[src/hdl/ubpt_pkg.sv]
// ----------------------------------------------------------------------------
// ubpt_pkg
// Shared types and constants for the uniform bucket placement table.
// ----------------------------------------------------------------------------
package ubpt_pkg;

  // default table geometry
  localparam int unsigned MAX_CHILDREN_DEF = 16;
  localparam int unsigned LABEL_BITS_DEF   = 32;

  // fixed field widths of the stream beats
  localparam int unsigned IN_TDATA_W   = 120;
  localparam int unsigned IN_TUSER_W   = 2;
  localparam int unsigned OUT_TDATA_W  = 40;
  localparam int unsigned OUT_TUSER_W  = 3;
  localparam int unsigned STRIDE_W     = 32;
  localparam int unsigned HASH_W       = 64;
  localparam int unsigned SUM_W        = 9;
  localparam int unsigned PROD_W       = SUM_W + STRIDE_W;
  localparam int unsigned DIV_CNT_W    = 6;

  // request kinds
  typedef enum logic [1:0] {
    REQ_SELECT = 2'd0,
    REQ_ADD    = 2'd1,
    REQ_REMOVE = 2'd2,
    REQ_NONE   = 2'd3
  } req_e;

  // result status codes
  typedef enum logic [2:0] {
    STAT_OK      = 3'd0,
    STAT_NS      = 3'd1,
    STAT_EMPTY   = 3'd2,
    STAT_DUP     = 3'd3,
    STAT_MISSING = 3'd4,
    STAT_FULL    = 3'd5
  } status_e;

  // sequencer states
  typedef enum logic [3:0] {
    ST_IDLE,
    ST_MUL,
    ST_ADD,
    ST_DIV,
    ST_SEL_RD,
    ST_SEL_WAIT,
    ST_SRCH_RD,
    ST_SRCH_CMP,
    ST_SHIFT_RD,
    ST_SHIFT_WR,
    ST_APPEND,
    ST_DONE
  } state_e;

endpackage

[src/hdl/ubpt_ram.sv]
// ----------------------------------------------------------------------------
// ubpt_ram
// Generic single write port, single read port RAM with registered read data.
// ----------------------------------------------------------------------------
module ubpt_ram #(
  parameter int unsigned WIDTH = 32,
  parameter int unsigned DEPTH = 16,
  localparam int unsigned AW   = (DEPTH > 1) ? $clog2(DEPTH) : 1
) (
  input  logic             clk_i,
  input  logic             we_i,
  input  logic [AW-1:0]    waddr_i,
  input  logic [WIDTH-1:0] wdata_i,
  input  logic [AW-1:0]    raddr_i,
  output logic [WIDTH-1:0] rdata_o
);

  logic [WIDTH-1:0] mem_q [DEPTH];

  // write port
  always_ff @(posedge clk_i) begin
    if (we_i) begin
      mem_q[waddr_i] <= wdata_i;
    end
  end

  // registered read port
  always_ff @(posedge clk_i) begin
    rdata_o <= mem_q[raddr_i];
  end

endmodule

[src/hdl/uniform_bucket_placement_table.sv]
// ----------------------------------------------------------------------------
// uniform_bucket_placement_table
// Ordered table of child labels with add, remove and hashed select requests.
// ----------------------------------------------------------------------------
//
//  channel  | direction | beat contents
//  ---------+-----------+-------------------------------------------------
//  s_axis   | in        | request: tuser req_type, tdata hash/rank/... label
//  m_axis   | out       | result: tuser status, tdata chosen_id/chosen_index
//  cfg      | in        | hop_stride write, always ready
//
//  Select runs a multiply, an add, the bit-serial remainder unit, a table read
//  and then posts; a select with namespace_ok clear or an empty table posts
//  directly. Add and remove walk the table one entry at a time over the single
//  RAM read port, and remove then shifts later entries down one by one.
//  Input is taken only when the sequencer is idle.
//  Reset empties the table at once (entry count to zero); stride resets to 1.
//  A result held by a stalled m_axis does not block the next accept.
// ----------------------------------------------------------------------------
module uniform_bucket_placement_table #(
  parameter int unsigned MAX_CHILDREN = ubpt_pkg::MAX_CHILDREN_DEF,
  parameter int unsigned LABEL_BITS   = ubpt_pkg::LABEL_BITS_DEF
) (
  input  logic                               clk_i,
  input  logic                               rst_ni,
  // request stream
  input  logic                               s_axis_tvalid,
  output logic                               s_axis_tready,
  // [63:0] key_hash, [71:64] rank, [79:72] failure_count, [80] namespace_ok,
  // [112:81] child_id, [119:113] zero
  input  logic [ubpt_pkg::IN_TDATA_W-1:0]    s_axis_tdata,
  // [1:0] req_type
  input  logic [ubpt_pkg::IN_TUSER_W-1:0]    s_axis_tuser,
  // result stream
  output logic                               m_axis_tvalid,
  input  logic                               m_axis_tready,
  // [31:0] chosen_id, [35:32] chosen_index, [39:36] zero
  output logic [ubpt_pkg::OUT_TDATA_W-1:0]   m_axis_tdata,
  // [2:0] status
  output logic [ubpt_pkg::OUT_TUSER_W-1:0]   m_axis_tuser,
  // configuration write
  input  logic                               cfg_valid_i,
  output logic                               cfg_ready_o,
  input  logic [ubpt_pkg::STRIDE_W-1:0]      cfg_data_i
);

  localparam int unsigned CW = $clog2(MAX_CHILDREN + 1);
  localparam int unsigned AW = (MAX_CHILDREN > 1) ? $clog2(MAX_CHILDREN) : 1;

  // input field views
  logic [63:0]           in_key;
  logic [7:0]            in_rank;
  logic [7:0]            in_fail;
  logic                  in_ns;
  logic [31:0]           in_child;
  ubpt_pkg::req_e        in_req;
  logic                  in_acc;

  assign in_key   = s_axis_tdata[63:0];
  assign in_rank  = s_axis_tdata[71:64];
  assign in_fail  = s_axis_tdata[79:72];
  assign in_ns    = s_axis_tdata[80];
  assign in_child = s_axis_tdata[112:81];
  assign in_req   = ubpt_pkg::req_e'(s_axis_tuser[1:0]);
  assign in_acc   = s_axis_tvalid && s_axis_tready;

  // state and registers
  ubpt_pkg::state_e             state_q, state_d;
  ubpt_pkg::req_e               req_q, req_d;
  logic [63:0]                  key_q, key_d;
  logic [ubpt_pkg::SUM_W-1:0]   sum_q, sum_d;
  logic [LABEL_BITS-1:0]        lbl_q, lbl_d;
  logic [ubpt_pkg::STRIDE_W-1:0] stride_q;
  logic [ubpt_pkg::PROD_W-1:0]  prod_q, prod_d;
  logic [63:0]                  h_q, h_d;
  logic [CW-1:0]                rem_q, rem_d;
  logic [ubpt_pkg::DIV_CNT_W-1:0] cnt_q, cnt_d;
  logic [CW-1:0]                idx_q, idx_d;
  logic [CW-1:0]                total_q, total_d;
  ubpt_pkg::status_e            res_status_q, res_status_d;
  logic [31:0]                  res_id_q, res_id_d;
  logic [3:0]                   res_index_q, res_index_d;
  logic                         m_valid_q, m_valid_d;
  ubpt_pkg::status_e            out_status_q, out_status_d;
  logic [31:0]                  out_id_q, out_id_d;
  logic [3:0]                   out_index_q, out_index_d;

  // table RAM
  logic                  ram_we;
  logic [AW-1:0]         ram_waddr;
  logic [LABEL_BITS-1:0] ram_wdata;
  logic [AW-1:0]         ram_raddr;
  logic [LABEL_BITS-1:0] ram_rdata;

  ubpt_ram #(
    .WIDTH (LABEL_BITS),
    .DEPTH (MAX_CHILDREN)
  ) u_table (
    .clk_i   (clk_i),
    .we_i    (ram_we),
    .waddr_i (ram_waddr),
    .wdata_i (ram_wdata),
    .raddr_i (ram_raddr),
    .rdata_o (ram_rdata)
  );

  // shared conditions
  logic [CW-1:0] idx_inc;
  logic          idx_last;
  logic          lbl_match;
  logic          tbl_empty;
  logic          tbl_full;
  logic          out_free;
  logic [CW:0]   div_trial;
  logic [CW:0]   div_diff;
  logic          div_ge;
  logic [63:0]   rdata_wide;
  logic [31:0]   rem_wide;

  assign idx_inc    = idx_q + 1'b1;
  assign idx_last   = (idx_inc == total_q);
  assign lbl_match  = (ram_rdata == lbl_q);
  assign tbl_empty  = (total_q == '0);
  assign tbl_full   = (total_q == CW'(MAX_CHILDREN));
  assign out_free   = !m_valid_q || m_axis_tready;
  assign div_trial  = {rem_q, h_q[63]};
  assign div_diff   = div_trial - {1'b0, total_q};
  assign div_ge     = (div_trial >= {1'b0, total_q});
  assign rdata_wide = 64'(ram_rdata);
  assign rem_wide   = 32'(rem_q);

  // next state
  always_comb begin
    state_d = state_q;
    case (state_q)
      ubpt_pkg::ST_IDLE: begin
        if (in_acc) begin
          case (in_req)
            ubpt_pkg::REQ_SELECT: begin
              state_d = (!in_ns || tbl_empty) ? ubpt_pkg::ST_DONE : ubpt_pkg::ST_MUL;
            end
            ubpt_pkg::REQ_ADD: begin
              state_d = tbl_empty ? ubpt_pkg::ST_APPEND : ubpt_pkg::ST_SRCH_RD;
            end
            ubpt_pkg::REQ_REMOVE: begin
              state_d = tbl_empty ? ubpt_pkg::ST_DONE : ubpt_pkg::ST_SRCH_RD;
            end
            default: begin
              state_d = ubpt_pkg::ST_DONE;
            end
          endcase
        end
      end
      ubpt_pkg::ST_MUL:      state_d = ubpt_pkg::ST_ADD;
      ubpt_pkg::ST_ADD:      state_d = ubpt_pkg::ST_DIV;
      ubpt_pkg::ST_DIV: begin
        if (cnt_q == '0) begin
          state_d = ubpt_pkg::ST_SEL_RD;
        end
      end
      ubpt_pkg::ST_SEL_RD:   state_d = ubpt_pkg::ST_SEL_WAIT;
      ubpt_pkg::ST_SEL_WAIT: state_d = ubpt_pkg::ST_DONE;
      ubpt_pkg::ST_SRCH_RD:  state_d = ubpt_pkg::ST_SRCH_CMP;
      ubpt_pkg::ST_SRCH_CMP: begin
        if (lbl_match) begin
          state_d = (req_q == ubpt_pkg::REQ_ADD) ? ubpt_pkg::ST_DONE : ubpt_pkg::ST_SHIFT_RD;
        end else if (idx_last) begin
          if (req_q == ubpt_pkg::REQ_ADD && !tbl_full) begin
            state_d = ubpt_pkg::ST_APPEND;
          end else begin
            state_d = ubpt_pkg::ST_DONE;
          end
        end else begin
          state_d = ubpt_pkg::ST_SRCH_RD;
        end
      end
      ubpt_pkg::ST_SHIFT_RD: begin
        state_d = idx_last ? ubpt_pkg::ST_DONE : ubpt_pkg::ST_SHIFT_WR;
      end
      ubpt_pkg::ST_SHIFT_WR: state_d = ubpt_pkg::ST_SHIFT_RD;
      ubpt_pkg::ST_APPEND:   state_d = ubpt_pkg::ST_DONE;
      ubpt_pkg::ST_DONE: begin
        if (out_free) begin
          state_d = ubpt_pkg::ST_IDLE;
        end
      end
      default: state_d = ubpt_pkg::ST_IDLE;
    endcase
  end

  // datapath and RAM control
  always_comb begin
    req_d        = req_q;
    key_d        = key_q;
    sum_d        = sum_q;
    lbl_d        = lbl_q;
    prod_d       = prod_q;
    h_d          = h_q;
    rem_d        = rem_q;
    cnt_d        = cnt_q;
    idx_d        = idx_q;
    total_d      = total_q;
    res_status_d = res_status_q;
    res_id_d     = res_id_q;
    res_index_d  = res_index_q;
    out_status_d = out_status_q;
    out_id_d     = out_id_q;
    out_index_d  = out_index_q;
    m_valid_d    = m_valid_q && !m_axis_tready;
    ram_we       = 1'b0;
    ram_waddr    = idx_q[AW-1:0];
    ram_wdata    = ram_rdata;
    ram_raddr    = idx_q[AW-1:0];
    case (state_q)
      ubpt_pkg::ST_IDLE: begin
        // capture the request and preset the result
        if (in_acc) begin
          req_d        = in_req;
          key_d        = in_key;
          sum_d        = ubpt_pkg::SUM_W'(in_rank) + ubpt_pkg::SUM_W'(in_fail);
          lbl_d        = LABEL_BITS'(in_child);
          rem_d        = '0;
          cnt_d        = '1;
          idx_d        = '0;
          res_status_d = ubpt_pkg::STAT_OK;
          res_id_d     = '0;
          res_index_d  = '0;
          if (in_req == ubpt_pkg::REQ_SELECT) begin
            if (!in_ns) begin
              res_status_d = ubpt_pkg::STAT_NS;
            end else if (tbl_empty) begin
              res_status_d = ubpt_pkg::STAT_EMPTY;
            end
          end else if (in_req == ubpt_pkg::REQ_REMOVE && tbl_empty) begin
            res_status_d = ubpt_pkg::STAT_MISSING;
          end
        end
      end
      ubpt_pkg::ST_MUL: begin
        prod_d = ubpt_pkg::PROD_W'(sum_q) * ubpt_pkg::PROD_W'(stride_q);
      end
      ubpt_pkg::ST_ADD: begin
        h_d = key_q + 64'(prod_q);
      end
      ubpt_pkg::ST_DIV: begin
        // one restoring remainder step per cycle, MSB first
        rem_d = div_ge ? div_diff[CW-1:0] : div_trial[CW-1:0];
        h_d   = {h_q[62:0], 1'b0};
        cnt_d = cnt_q - 1'b1;
      end
      ubpt_pkg::ST_SEL_RD: begin
        ram_raddr = rem_q[AW-1:0];
      end
      ubpt_pkg::ST_SEL_WAIT: begin
        res_id_d    = rdata_wide[31:0];
        res_index_d = rem_wide[3:0];
      end
      ubpt_pkg::ST_SRCH_RD: begin
        ram_raddr = idx_q[AW-1:0];
      end
      ubpt_pkg::ST_SRCH_CMP: begin
        // compare one entry, advance or settle the outcome
        if (lbl_match) begin
          if (req_q == ubpt_pkg::REQ_ADD) begin
            res_status_d = ubpt_pkg::STAT_DUP;
          end
        end else if (idx_last) begin
          if (req_q == ubpt_pkg::REQ_ADD) begin
            if (tbl_full) begin
              res_status_d = ubpt_pkg::STAT_FULL;
            end
          end else begin
            res_status_d = ubpt_pkg::STAT_MISSING;
          end
        end else begin
          idx_d = idx_inc;
        end
      end
      ubpt_pkg::ST_SHIFT_RD: begin
        // fetch the next entry, or drop the last slot when done
        ram_raddr = idx_inc[AW-1:0];
        if (idx_last) begin
          total_d = total_q - 1'b1;
        end
      end
      ubpt_pkg::ST_SHIFT_WR: begin
        ram_we    = 1'b1;
        ram_waddr = idx_q[AW-1:0];
        ram_wdata = ram_rdata;
        idx_d     = idx_inc;
      end
      ubpt_pkg::ST_APPEND: begin
        ram_we    = 1'b1;
        ram_waddr = total_q[AW-1:0];
        ram_wdata = lbl_q;
        total_d   = total_q + 1'b1;
      end
      ubpt_pkg::ST_DONE: begin
        // post the result once the output register is free
        if (out_free) begin
          m_valid_d    = 1'b1;
          out_status_d = res_status_q;
          out_id_d     = res_id_q;
          out_index_d  = res_index_q;
        end
      end
      default: begin
      end
    endcase
  end

  // control registers
  always_ff @(posedge clk_i or negedge rst_ni) begin
    if (!rst_ni) begin
      state_q   <= ubpt_pkg::ST_IDLE;
      total_q   <= '0;
      m_valid_q <= 1'b0;
      stride_q  <= ubpt_pkg::STRIDE_W'(1);
    end else begin
      state_q   <= state_d;
      total_q   <= total_d;
      m_valid_q <= m_valid_d;
      if (cfg_valid_i) begin
        stride_q <= cfg_data_i;
      end
    end
  end

  // payload registers
  always_ff @(posedge clk_i) begin
    req_q        <= req_d;
    key_q        <= key_d;
    sum_q        <= sum_d;
    lbl_q        <= lbl_d;
    prod_q       <= prod_d;
    h_q          <= h_d;
    rem_q        <= rem_d;
    cnt_q        <= cnt_d;
    idx_q        <= idx_d;
    res_status_q <= res_status_d;
    res_id_q     <= res_id_d;
    res_index_q  <= res_index_d;
    out_status_q <= out_status_d;
    out_id_q     <= out_id_d;
    out_index_q  <= out_index_d;
  end

  // ports
  assign s_axis_tready = (state_q == ubpt_pkg::ST_IDLE);
  assign cfg_ready_o   = 1'b1;
  assign m_axis_tvalid = m_valid_q;
  assign m_axis_tdata  = {4'b0000, out_index_q, out_id_q};
  assign m_axis_tuser  = ubpt_pkg::OUT_TUSER_W'(out_status_q);

endmodule
[config.mk]
export PLATFORM = sky130hd
export DESIGN_NAME = uniform_bucket_placement_table
export DESIGN_NICKNAME = d
export VERILOG_FILES = /design/src/hdl/ubpt_pkg.sv /design/src/hdl/ubpt_ram.sv /design/src/hdl/uniform_bucket_placement_table.sv
export SDC_FILE = /design/constraint.sdc
export NUM_CORES = 2
export LEC_CHECK = 0
export BUFFER_PORTS_ARGS = -buffer_cell sky130_fd_sc_hd__buf_2
export CORE_MARGIN = 2
export CORE_UTILIZATION = 40
export DETAILED_ROUTE_END_ITERATION = 16
export HOLD_SLACK_MARGIN = 0.03
export SLEW_MARGIN = 10
export SYNTH_ARGS = -nofsm -noshare
export SYNTH_HDL_FRONTEND = slang
export SYNTH_SLANG_ARGS = --single-unit
[constraint.sdc]
create_clock -name clk_i -period 6.7 [get_ports clk_i]
set_input_delay 0.67 -clock clk_i [delete_from_list [all_inputs] [get_ports clk_i]]
set_output_delay 0.67 -clock clk_i [all_outputs]
set_load 0.01 [all_outputs]
## Word level (Yosys, flattened, before mapping)

Memories as Yosys holds them, arrays and structs flattened. A register that Yosys moved wholly into a read port is not among the register bits.
Index checks and enable logic that the tools add are counted.

- Bits in registers: 348
- Bits in writable memories: 512
- Bits of input ports: 159
- Output and inout port bits: 46
- Logic and storage cells: 132
- Memories kept: 1

Memories:

| memory | depth | bits a word | read ports | clocked after memory_dff | write ports | RTL line | text |
|---|---|---|---|---|---|---|---|
| u_table.mem_q | 16 | 32 | 1 | 1 | 1 | ubpt_ram.sv:18 | `logic [WIDTH-1:0] mem_q [DEPTH];` |

- Add/subtract/negate cells: 7
- Multiply operators: 1
- Magnitude comparators: 1
- Eq/ne operators: 26
- Muxes and demuxes: 47
- Reductions and logical operators: 30

Operators by type and width:

| operator | count |
|---|---|
| case mux 64 bit (2 select lines) | 1 |
| adder 64 x 41 -> 64 bit | 1 |
| two-way mux 32 bit | 2 |
| case mux 32 bit (2 select lines) | 1 |
| case mux 4 bit (11 select lines) | 1 |
| multiplier 9 x 32 -> 41 bit | 1 |
| two-way mux 4 bit | 10 |
| == test 32 bit | 1 |
| two-way mux 5 bit | 5 |
| two-way mux 3 bit | 8 |
| case mux 5 bit (2 select lines) | 2 |
| == test 4 x 3 -> 1 bit, second input constant | 4 |
| == test 4 bit, second input constant | 4 |
| case mux 4 bit (2 select lines) | 2 |
| case mux 5 bit (3 select lines) | 1 |
| case mux 4 bit (3 select lines) | 1 |
| case mux 6 bit (2 select lines) | 1 |
| adder 5 x 1 -> 5 bit, second input constant | 2 |
| != test 2 bit, second input constant | 5 |
| AND reduction 2 bit | 5 |
| nonzero test 2 bit | 5 |
| adder 8 x 8 -> 9 bit | 1 |
| == test 4 x 2 -> 1 bit, second input constant | 2 |
| two-way mux 2 bit | 4 |
| 27 further kinds | 42 |

## Longest topological paths before layout

- Depth after elaboration: 7
- Mapped depth: 21
- Gate-level depth less buffers: 20

## Modules after synthesis

A second synthesis with hierarchy kept.

- Cell total of the unflattened synthesis: 3,295
- Area, all modules: 45,793.9 um^2

Modules (own cells, without submodules):

| module | times used | cells each | area an instance (um^2) | seq. area each (um^2) |
|---|---|---|---|---|
| uniform_bucket_placement_table | 1 | 2,457 | 25,958.6 | 10,241.1 |
| ubpt_ram | 1 | 838 | 19,835.3 | 16,015.4 |

## Worst setup path after synthesis

OpenSTA, ideal clock, no wires.

- Kind: register -> register
- From: register sum_q[0] (netlist bit)
- To: register prod_q[30] (netlist bit) (data pin)
- Setup time: 0.158 ns
- Data arrival time: 5.065 ns
- Required time: 6.542 ns
- Path slack: 1.477 ns
- Stages on the path, launching flop included: 20
- Path buffers: 1
- Period minus slack after synthesis: 5.223 ns
- Cell sequence: edfxtp_1 clkbuf_1 nand2_1 fa_1 inv_1 fa_1 fa_1 inv_1 fa_1 inv_1 ha_1 a21oi_1 nand2_1 o2111ai_2 a31oi_1 a21oi_1 o31ai_1 or4_1 a2111o_1 o211ai_1

- Longest elaborated chain between the ends: 1

RTL lines:

| item | RTL line | text |
|---|---|---|
| from (decl) | uniform_bucket_placement_table.sv:71 | `logic [ubpt_pkg::SUM_W-1:0] sum_q, sum_d;` |
| from (signal assigned) | uniform_bucket_placement_table.sv:333 | `sum_q <= sum_d;` |
| multiplier 9 x 32 -> 41 bit | uniform_bucket_placement_table.sv:240 | `prod_d = ubpt_pkg::PROD_W'(sum_q) * ubpt_pkg::PROD_W'(stride_q);` |
| to (signal assigned) | uniform_bucket_placement_table.sv:335 | `prod_q <= prod_d;` |
| to (decl) | uniform_bucket_placement_table.sv:74 | `logic [ubpt_pkg::PROD_W-1:0] prod_q, prod_d;` |

Every way passes these cells.
A chain may end at the register's enable or synchronous reset.

## Final worst setup path

- From: register sum_q[0] (netlist bit)
- To: register prod_q[39] (netlist bit) (data pin)

Same word-level chain as after synthesis.

==> qor.yml <==
floorplanning:
  die_h_um: 347
  rows: 125
  ioPinCount: 205
  dieArea_mm2: 0.120
  start_util_pct: 40.4
  core-area_mm2: 0.116
  fp.dieW_um: 347
finish:
  layout_commonest_cell: "edfxtp_1"
  final_core_util_pct: 45.6
  fin_nets: 4193
  drive_gt1_share_pct: 13.2
  final_cell_mix: "edfxtp_1, mux2i_1, inv_1"
  area_growth_pct: 13.0
clock_network:
  post_cts_buffers: 0
  clock_sinks: 892
  clkTransAtPathRegs_ns: 0.06
  clockRootBuffer: "clkbuf_16"
  ctsResizeCount: 0
  postCtsHoldBufs: 0
  tritoncts: "done"
  clock_latency_ns: 0.70
  cts_buffer_depth: 3
  cts_buffers: 95
  cts_max_level: 3
synth:
  synth_flop_cell: "edfxtp_1"
  synthesis.instances: 3525
  yosys.area.top_type: "edfxtp_1"
  synth_edf_count: 818
  synth_seq_cells: 892
  synth.distinct_cells: 72
  ys_warn_count: 0
  syn_area_mm2: 0.0469
  async_flop_share_pct: 4.71
  synth_compound_area_share_pct: 4.92
  synthTopCellsByArea: "edfxtp_1, mux2i_1, fa_1"
  synthXorXnorAreaFrac_pct: 2.58
  yosysSeqAreaShare_pct: 56.0
  yosys.area_share.simple_pct: 8.35
  synth_top_area_share_pct: 52.3
  muxShareOfSynthArea_pct: 11.9
  synth_top_family_by_area: "adder cells"
  synth_fa_ha_area_share_pct: 12.5
  avgSynthCellArea_um2: 13.3
global_routing:
  track_usage_pct: 17.8
  antenna_found_initial: 6
  grt_overflow: 0
  grt_pass1_wl_um: 165000
  grt_max_degree: 135
  grt_pass1_vias: 27300
placement:
  port_buffers: 192
  dp_slack_ns: 0.823
  gp_congestion: 0.833
  dp_hpwl_um: 70100
min_path:
  hp-class: "in -> async"
worst_setup_path:
  crit_required_ns: 7.07
  cp_data_arrival_time_ns: 6.26
  critPathKind: "reg -> reg"
  reg2reg_slack_ns: 0.81
  worstPathMaxFanout: 20
  reg2reg_to: "prod_q[39]"
  crit_path_start_kind: "register"
  worst_r2r_path_depth: 19
  r2r_start: "sum_q[0]"
  worst_setup_path_end_kind: "register"
timing:
  skew_ns: 0.0641
  fin_setup_tns_ns: 0
  slew_headroom_pct: 14.6
  post-route-period-util_pct: 88.0
  fmax_mhz: 170
  worst_pin_slew_ns: 1.28
  finalMaxSlewViolations: 0
  period_needed_ns: 5.89
  finalHoldViolations: 0
  rsz0062_at_grt: "false"
  setup_slack_ns: 0.805
  setup_viol: 0
outcome:
  outcome: "completed"
routing:
  ant_nets: 0
  wl_per_cell_um: 20.3
  initialDrtViolationCount: 1957
  wl_um: 107000
  num_vias: 27000
  first_pass_iters: 8
  drc: 0
  avgViaCountPerCell: 5.10
power:
  finalPower_uw: 30400
  cellLeakagePower_uw: 0.0215
  swShare_pct: 40.4
  worst_ir_drop_vdd_mv: 0.490
  p_per_area_mw_per_mm2: 573
  pwr-share-comb_pct: 52.8
  p_clk_share_pct: 18.3
  p_int_uw: 18100
  p_switching_uw: 12300
  pwr-share-seq_pct: 28.9
run:
  max_cap_viol_count: 0
==> metal layers <==
metal / wire (um) / global-route usage [%] / part of all wire [%]
met1: 50300 / 25.5 / 47
met4: 2020 / 4.63 / 1.9
met3: 5810 / 2.78 / 5.4
met5: 0 / 0 / 0
met2: 49200 / 28.4 / 46
==> how the worst max path moves through the flow <==
| stage | slack (ns) | start | to |
|---|---|---|---|
| 2_1_floorplan | 1.48 | sum_q[0] | prod_q[30] |
| 3_3_place_gp | 0.83 | sum_q[0] | prod_q[40] |
| 3_5_place_dp | 0.82 | sum_q[0] | prod_q[40] |
| 4_1_cts | 0.77 | sum_q[0] | prod_q[40] |
| 5_1_grt | 0.34 | sum_q[0] | prod_q[40] |
| 6_report | 0.81 | sum_q[0] | prod_q[39] |
==> power groups by stage <==
stage          sequential [uW]  combinational [uW]  clock, uW
2_1_floorplan             8610               12400          0
3_3_place_gp              8870               15900          0
3_5_place_dp              8900               16100          0
4_1_cts                   8790               16100       5700
5_1_grt                   8870               18100       5900
6_report                  8780               16100       5570
==> metrics by stage <==
step           cell area (um^2)  cells  hold slack [ns]
2_1_floorplan             46900   3528            0.374
3_3_place_gp              49700   5121            0.400
3_5_place_dp              49700   5121            0.405
4_1_cts                   53000   5294           0.0898
5_1_grt                   53000   5294            0.110
6_report                  53000   5295            0.107
==> area by class of cell <==
cell class	count	area, um^2
fillers	10400	63200
flip-flops and latches	892	26300
multi-input cells	2190	19100
clock buffers	126	2570
well taps	1524	1910
repair buffers	237	1350
inverters	278	1050
clock inverters	47	774
diodes	1	2.50
==> synth_stat cells (4+ instances only) <==
library cell and count:
nor3b_1 8, o21ai_0 78, dfrtp_1 41, o22a_1 5, nand4_1 23, o21bai_1 19
o31a_1 4, nand2_1 253, dfxtp_1 32, nor2b_1 15, a2111oi_0 5, o31ai_1 9
nand3_1 30, mux2i_1 485, buf_2 38, ha_1 125, mux2_2 65, edfxtp_1 818
nand2b_1 18, nor2_1 134, inv_1 278, and3_1 53, nor4_1 10, nor3_2 4
or2_2 5, a211o_1 5, xor2_1 36, buf_4 11, a21boi_0 5, a211oi_1 9
a21o_1 32, xnor2_1 102, or3_1 10, o21a_1 10, o21ai_1 10, nor3_1 29
a21oi_1 135, o221ai_1 4, o211ai_1 5, fa_1 215, a31oi_1 15, clkbuf_1 93
and2_1 181, buf_1 25
==> kinds of logic (layout without fill, tap and decap cells) <==
kind of cell | after synthesis | count (layout)
other | 2 | 6
DFF | 892 | 892
muxes | 550 | 550
and+or+nand+nor | 783 | 783
AOI/OAI and AO/OA | 374 | 374
xor gates and xnor gates | 138 | 138
buffers and inverters | 446 | 688
adders and majority gates | 340 | 340
==> sequential cells by signal, indices dropped and copies added (netlist names), 5 cells and up <==
signal and count:
stride_q 32, u_table.rdata_o 32, rem_q 5, h_q 64
prod_q 41, sum_q 9, res_id_q 32, idx_q 5
cnt_q 6, u_table.mem_q 512, out_id_q 32, key_q 64
total_q 5, lbl_q 32
==> worst max-delay path: stages, from the launching register on <==
cell	delay, ns
edfxtp_1	0.63
buf_4	0.35
nand2_1	0.12
fa_1	0.55
inv_1	0.06
fa_1	0.53
fa_1	0.55
inv_1	0.05
fa_1	0.47
inv_1	0.04
ha_1	0.35
nand2_1	0.14
nor3_1	0.31
nand3_1	0.12
o22ai_1	0.19
nor3_1	0.11
o31ai_1	0.44
a21boi_0	0.24
o2111ai_1	0.24
nand3_1	0.10
(Power assumes the default switching activity.)
